===== src/hdl/wswr_scale.sv =====
// Query scaler: floor(r * total / 2^FRAC_W) in two partial products.
`default_nettype none

module wswr_scale #(
  parameter int FRAC_W = 24,
  parameter int SUM_W  = 42
) (
  input  wire logic              clk,
  input  wire logic              rst_n,
  input  wire logic              start,
  input  wire logic [FRAC_W-1:0] r,
  input  wire logic [SUM_W-1:0]  total,
  output      logic              done,
  output      logic [SUM_W-1:0]  q
);

  localparam int LO_W = (SUM_W + 1) / 2;
  localparam int HI_W = SUM_W - LO_W;
  localparam int P_W  = FRAC_W + SUM_W;

  logic [FRAC_W-1:0]      r_r;
  logic [HI_W-1:0]        hi_r;
  logic [FRAC_W+LO_W-1:0] p_lo_r;
  logic [FRAC_W+HI_W-1:0] p_hi_r;
  logic [1:0]             stg_r;
  logic [P_W-1:0]         prod;

  always_ff @(posedge clk) begin
    if (!rst_n) begin
      stg_r <= '0;
    end else begin
      stg_r <= {stg_r[0], start};
    end
  end

  // low partial product on start, high one in the next cycle
  always_ff @(posedge clk) begin
    if (start) begin
      r_r    <= r;
      hi_r   <= total[SUM_W-1:LO_W];
      p_lo_r <= (FRAC_W+LO_W)'(r) * (FRAC_W+LO_W)'(total[LO_W-1:0]);
    end
    p_hi_r <= (FRAC_W+HI_W)'(r_r) * (FRAC_W+HI_W)'(hi_r);
  end

  assign prod = (P_W'(p_hi_r) << LO_W) + P_W'(p_lo_r);
  assign q    = prod[FRAC_W +: SUM_W];
  assign done = stg_r[1];

endmodule

`default_nettype wire


===== config.mk =====
export PLATFORM = sky130hd
export DESIGN_NAME = wswr_scale
export DESIGN_NICKNAME = d
export VERILOG_FILES = /design/src/hdl/wswr_scale.sv
export SDC_FILE = /design/constraint.sdc
export NUM_CORES = 2
export LEC_CHECK = 0
export BUFFER_PORTS_ARGS = -buffer_cell sky130_fd_sc_hd__buf_2
export CAP_MARGIN = 20
export CORE_MARGIN = 4
export CORE_UTILIZATION = 26
export CTS_BUF_LIST = sky130_fd_sc_hd__clkbuf_8
export DETAILED_ROUTE_END_ITERATION = 8
export GPL_TIMING_DRIVEN = 0
export PLACE_DENSITY_LB_ADDON = 0.15
export SLEW_MARGIN = 20
export SYNTH_ARGS = -nofsm -noshare
export SYNTH_HDL_FRONTEND = slang
export SYNTH_SLANG_ARGS = --single-unit

===== constraint.sdc =====
create_clock -name clk -period 7.05 [get_ports clk]
set_clock_uncertainty 0.2 [all_clocks]
set_input_delay 1.0575 -clock clk [delete_from_list [all_inputs] [get_ports clk]]
set_output_delay 1.0575 -clock clk [all_outputs]
set_load 0.1 [all_outputs]

Word-level counts from Yosys, hierarchy flattened
Cells that the tools add are included.
{"block": "word_totals", "out_inout_bits": 43, "regBits": 137, "word_cells": 8, "in_bits": 69}
{"block": "op_classes", "n_addsub": 1, "multipliers": 2}
{"cell": "$mul 24x21->45", "count": 2}
{"cell": "$add 66x45->66", "count": 1}

Logic depth before layout (Yosys ltp)
{"block": "depth", "ltp_word": 1, "mapped_depth": 25, "ltp_nobuf": 24}

Worst setup path after synthesis
Ideal clock, no wire load.
{"block": "synth_path", "path_kind": "input to register", "start": "in total[3]", "end": "reg p_lo_r[44], data pin", "n_path_buf": 1, "path_stages": 24, "path_slack_ns": -0.170, "setup_time_ns": 0.260, "arrival_time_ns": 6.760, "t_required_ns": 6.590, "path_cell_list": "clkbuf_1 > and2_1 > fa_1 > fa_1 > inv_1 > fa_1 > inv_1 > fa_1 > inv_1 > fa_1 > inv_1 > fa_1 > inv_1 > fa_1 > inv_1 > ha_1 > nand3_1 > or2_1 > or3_1 > o21ai_1 > o2111ai_1 > a21oi_2 > o221ai_1 > xnor2_1"}
{"block": "synth_via", "elab_chain_cells": 1}
{"item": "start, declared", "line_no": "12", "rtl": "input wire logic [SUM_W-1:0] total,"}
{"item": "$mul 24x21->45", "line_no": "41", "rtl": "p_lo_r <= (FRAC_W+LO_W)'(r) * (FRAC_W+LO_W)'(total[LO_W-1:0]);"}
{"item": "end signal, assigned", "line_no": "41"}
{"item": "end, declared", "line_no": "23", "rtl": "logic [FRAC_W+LO_W-1:0] p_lo_r;"}
No other way between the ends.
A chain may end at the register's enable or synchronous reset.

Final worst setup path
{"block": "layout_path", "start": "in total[3]", "end": "reg p_lo_r[42], data pin"}
Same word-level chain as after synthesis.

==> flow_metrics.tcl <==
set metrics [dict create \
    rsz0062_at_grt "true" \
    numCtsBuffers 17 \
    slowest_delay_ns 0.55 \
    max_freq_mhz 142 \
    synth_edf_count 69 \
    hold_viol 0 \
    cts.sinks 116 \
    vias 27200 \
    failed_checks "negative setup slack" \
    cts_buffer_depth 2 \
    synthCells 3986 \
    cts.clk_slew.worst_paths_ns 0.09 \
    drt_iter0_drc 1494 \
    final_antenna_net_count 0 \
    hold_depth 1 \
    critPathSlowestCell "fa_1" \
    post_synth_instance_area_mm2 0.0369 \
    syn_avg_cell_area_um2 9.25 \
    cp_data_arrival_time_ns 7.16 \
    worst-path-max-fanout 7 \
    startpoint_type "input port" \
    dp.cells 5974 \
    critical-path-top-delay-family "adder cells" \
    die_w_um 385 \
    status "complete, but fails checks" \
    tightestPinTransition_ns 0.959 \
    clk_root_buffer_cell "clkbuf_8" \
    vias_per_cell 4.41 \
    cts_tree "yes" \
    min_period_ns 7.07 \
    drc 0 \
    num_rows 137 \
    grt_use_total_pct 18.6 \
    cp_common_cell "fa_1" \
    slew_viol_final 0 \
    critPathBufInv 9 \
    r2r_cells 21 \
    synth-async-reset-ratio_pct 0 \
    die_area_mm2 0.148 \
    seq_area_frac_synth_pct 8.17 \
    core_area_mm2 0.140 \
    ys_ff_latch 116 \
    cts_hold_buf 0 \
    drt-pass1-iter-count 7 \
    setup-violations-final 2 \
    io_pins 112 \
    required_ns 7.15 \
    end_kind "flip-flop" \
    holdWs_ns 0.244 \
    grt_pass1_vias 29900 \
    instances_no_fill 6175 \
    layout-drive-gt1-share_pct 16.2 \
    fin_ws_ns -0.0168 \
    slew-limit-headroom_pct 35.6 \
    dp_hpwl_mm 112 \
    critical_path_class "in -> reg" \
    fin_setup_tns_ns -0.0212 \
    finalNetCount 5511 \
    holdCritPathClass "reg -> reg" \
    wl_per_cell_um 21.9 \
    ctsHtreeMaxLevel 4 \
    wirelength_mm 135 \
    yosys_warnings 0 \
    io_buffers 111 \
    syn_nets 5214 \
    gp_congestion 0.879 \
    clkLatencyLatePin_ns 0.58 \
    die_height_um 385 \
    place_area_mm2 0.0399 \
    synthFlopType "edfxtp_1" \
    period_share_pct 100 \
    initial_core_util_pct 26.3 \
    grt-ovfl-total 0 \
    path_depth 25 \
    grt_max_degree 53 \
    antenna_found_initial 9 \
    area_growth_pct 21.0 \
    grt_first_pass_wirelength_mm 202 \
    synth_cell_types 77 \
    max_cap_violations 0 \
    stdcell_area_mm2 0.0446 \
]
registers in the layout, summed over array words and instances, names as in the netlist:
signal,flops
hi_r,21
p_hi_r,45
p_lo_r,24
r_r,24
stg_r,2
synth_stat cells (all sizes together), types with 5 or more instances:
master / number / area share (%)
inv: 911 / 9.3
fa: 829 / 45
nand2: 545 / 5.5
and2: 526 / 8.9
ha: 330 / 11
clkbuf: 180 / 1.8
a21oi: 77 / 1.1
xnor2: 73 / 1.7
edfxtp: 69 / 5.6
a21o: 53 / 1.1
dfxtp: 47 / 2.6
nor2: 47 / 0.48
o21ai: 30 / 0.41
nand3: 28 / 0.38
xor2: 23 / 0.55
and3: 21 / 0.36
nor3: 20 / 0.27
nand4: 19 / 0.32
buf: 15 / 0.22
o21bai: 14 / 0.28
o21a: 10 / 0.20
a31oi: 9 / 0.17
a211oi: 7 / 0.16
nor2b: 7 / 0.12
o211ai: 7 / 0.14
and4: 6 / 0.14
o31ai: 6 / 0.14
nor4: 5 / 0.10
worst register-to-register path, delay by kind of cell (launching register included):
family          cells  cell delay [ns]
fa+ha+maj           8             3.84
compound gates      5             1.08
simple gates        3             0.52
flops               1             0.57
buf+inv             5             0.70
kinds of logic after synthesis:
| logic type | synth area share [%] |
|---|---|
| buffers and inverters | 11.3 |
| adder cells (fa/ha/maj) | 56.2 |
| XOR/XNOR | 2.28 |
| multiplexers | 0.0577 |
| AND/OR/NAND/NOR | 17.1 |
| flip-flops | 8.17 |
| AO/OA/AOI/OAI | 4.90 |
metal layers:
layer	vias up	global-route usage, %	wire length, um	part of all wire (%)
met3	117	2.57	6430	4.8
met1	14100	26.4	63000	47
met5	-	0	0	0
li1	12400	-	-	-
met2	604	30.5	63000	47
met4	0	3.30	2810	2.1
timing repair:
item | CTS | global route
pin swaps | 49 | 98
gates cloned | 1 | 7
hold endpoints to repair | 0 | 0
buffers inserted | 82 | 81
resized for setup | 529 | 365
endpoints found under the setup margin | 51 | 35
metrics by stage:
stage               setup slack, ns  utilization, %
finish                      -0.0168            31.8
detailed placement            -2.06            28.5
global route                 -0.190            31.8
floorplan                  -0.00919               -
CTS                         -0.0537            30.6
global placement              -2.20            28.4
layout make-up:
class	count	area, um^2
diodes	3	7.51
inverters	911	3420
clock inverters	15	148
multi-input cells	2764	30700
repair buffers	283	2370
flip-flops and latches	116	3010
well taps	1876	2350
fillers	15000	95600
plain buffers	190	2360
clock buffers	17	234
path summary, 6_finish.rpt:
check	start	to	slack [ns]
worst min-delay path	stg_r[0]	stg_r[1]	0.24
worst max register to register	r_r[7]	p_hi_r[43]	0.06
worst max-delay path	total[3]	p_lo_r[42]	-0.02
worst min register to register	stg_r[0]	stg_r[1]	0.24
layout by cell type, fill, tap and decap left out, types with 24 or more instances in the layout:
cell / instances
ha_1: 303
buf_6: 57
clkbuf_16: 27
fa_1: 795
buf_8: 42
clkbuf_8: 43
inv_1: 885
nand3_1: 24
buf_2: 80
buf_4: 170
nor2_1: 46
nand2_1: 540
fa_2: 34
and2_1: 514
edfxtp_1: 69
xnor2_1: 71
a21oi_1: 48
dfxtp_1: 47
inv_2: 25
a21o_1: 52
Power is left out: the tool's default activity adds up to more than one toggle a clock period on the data nets, which glitch-free logic cannot reach.
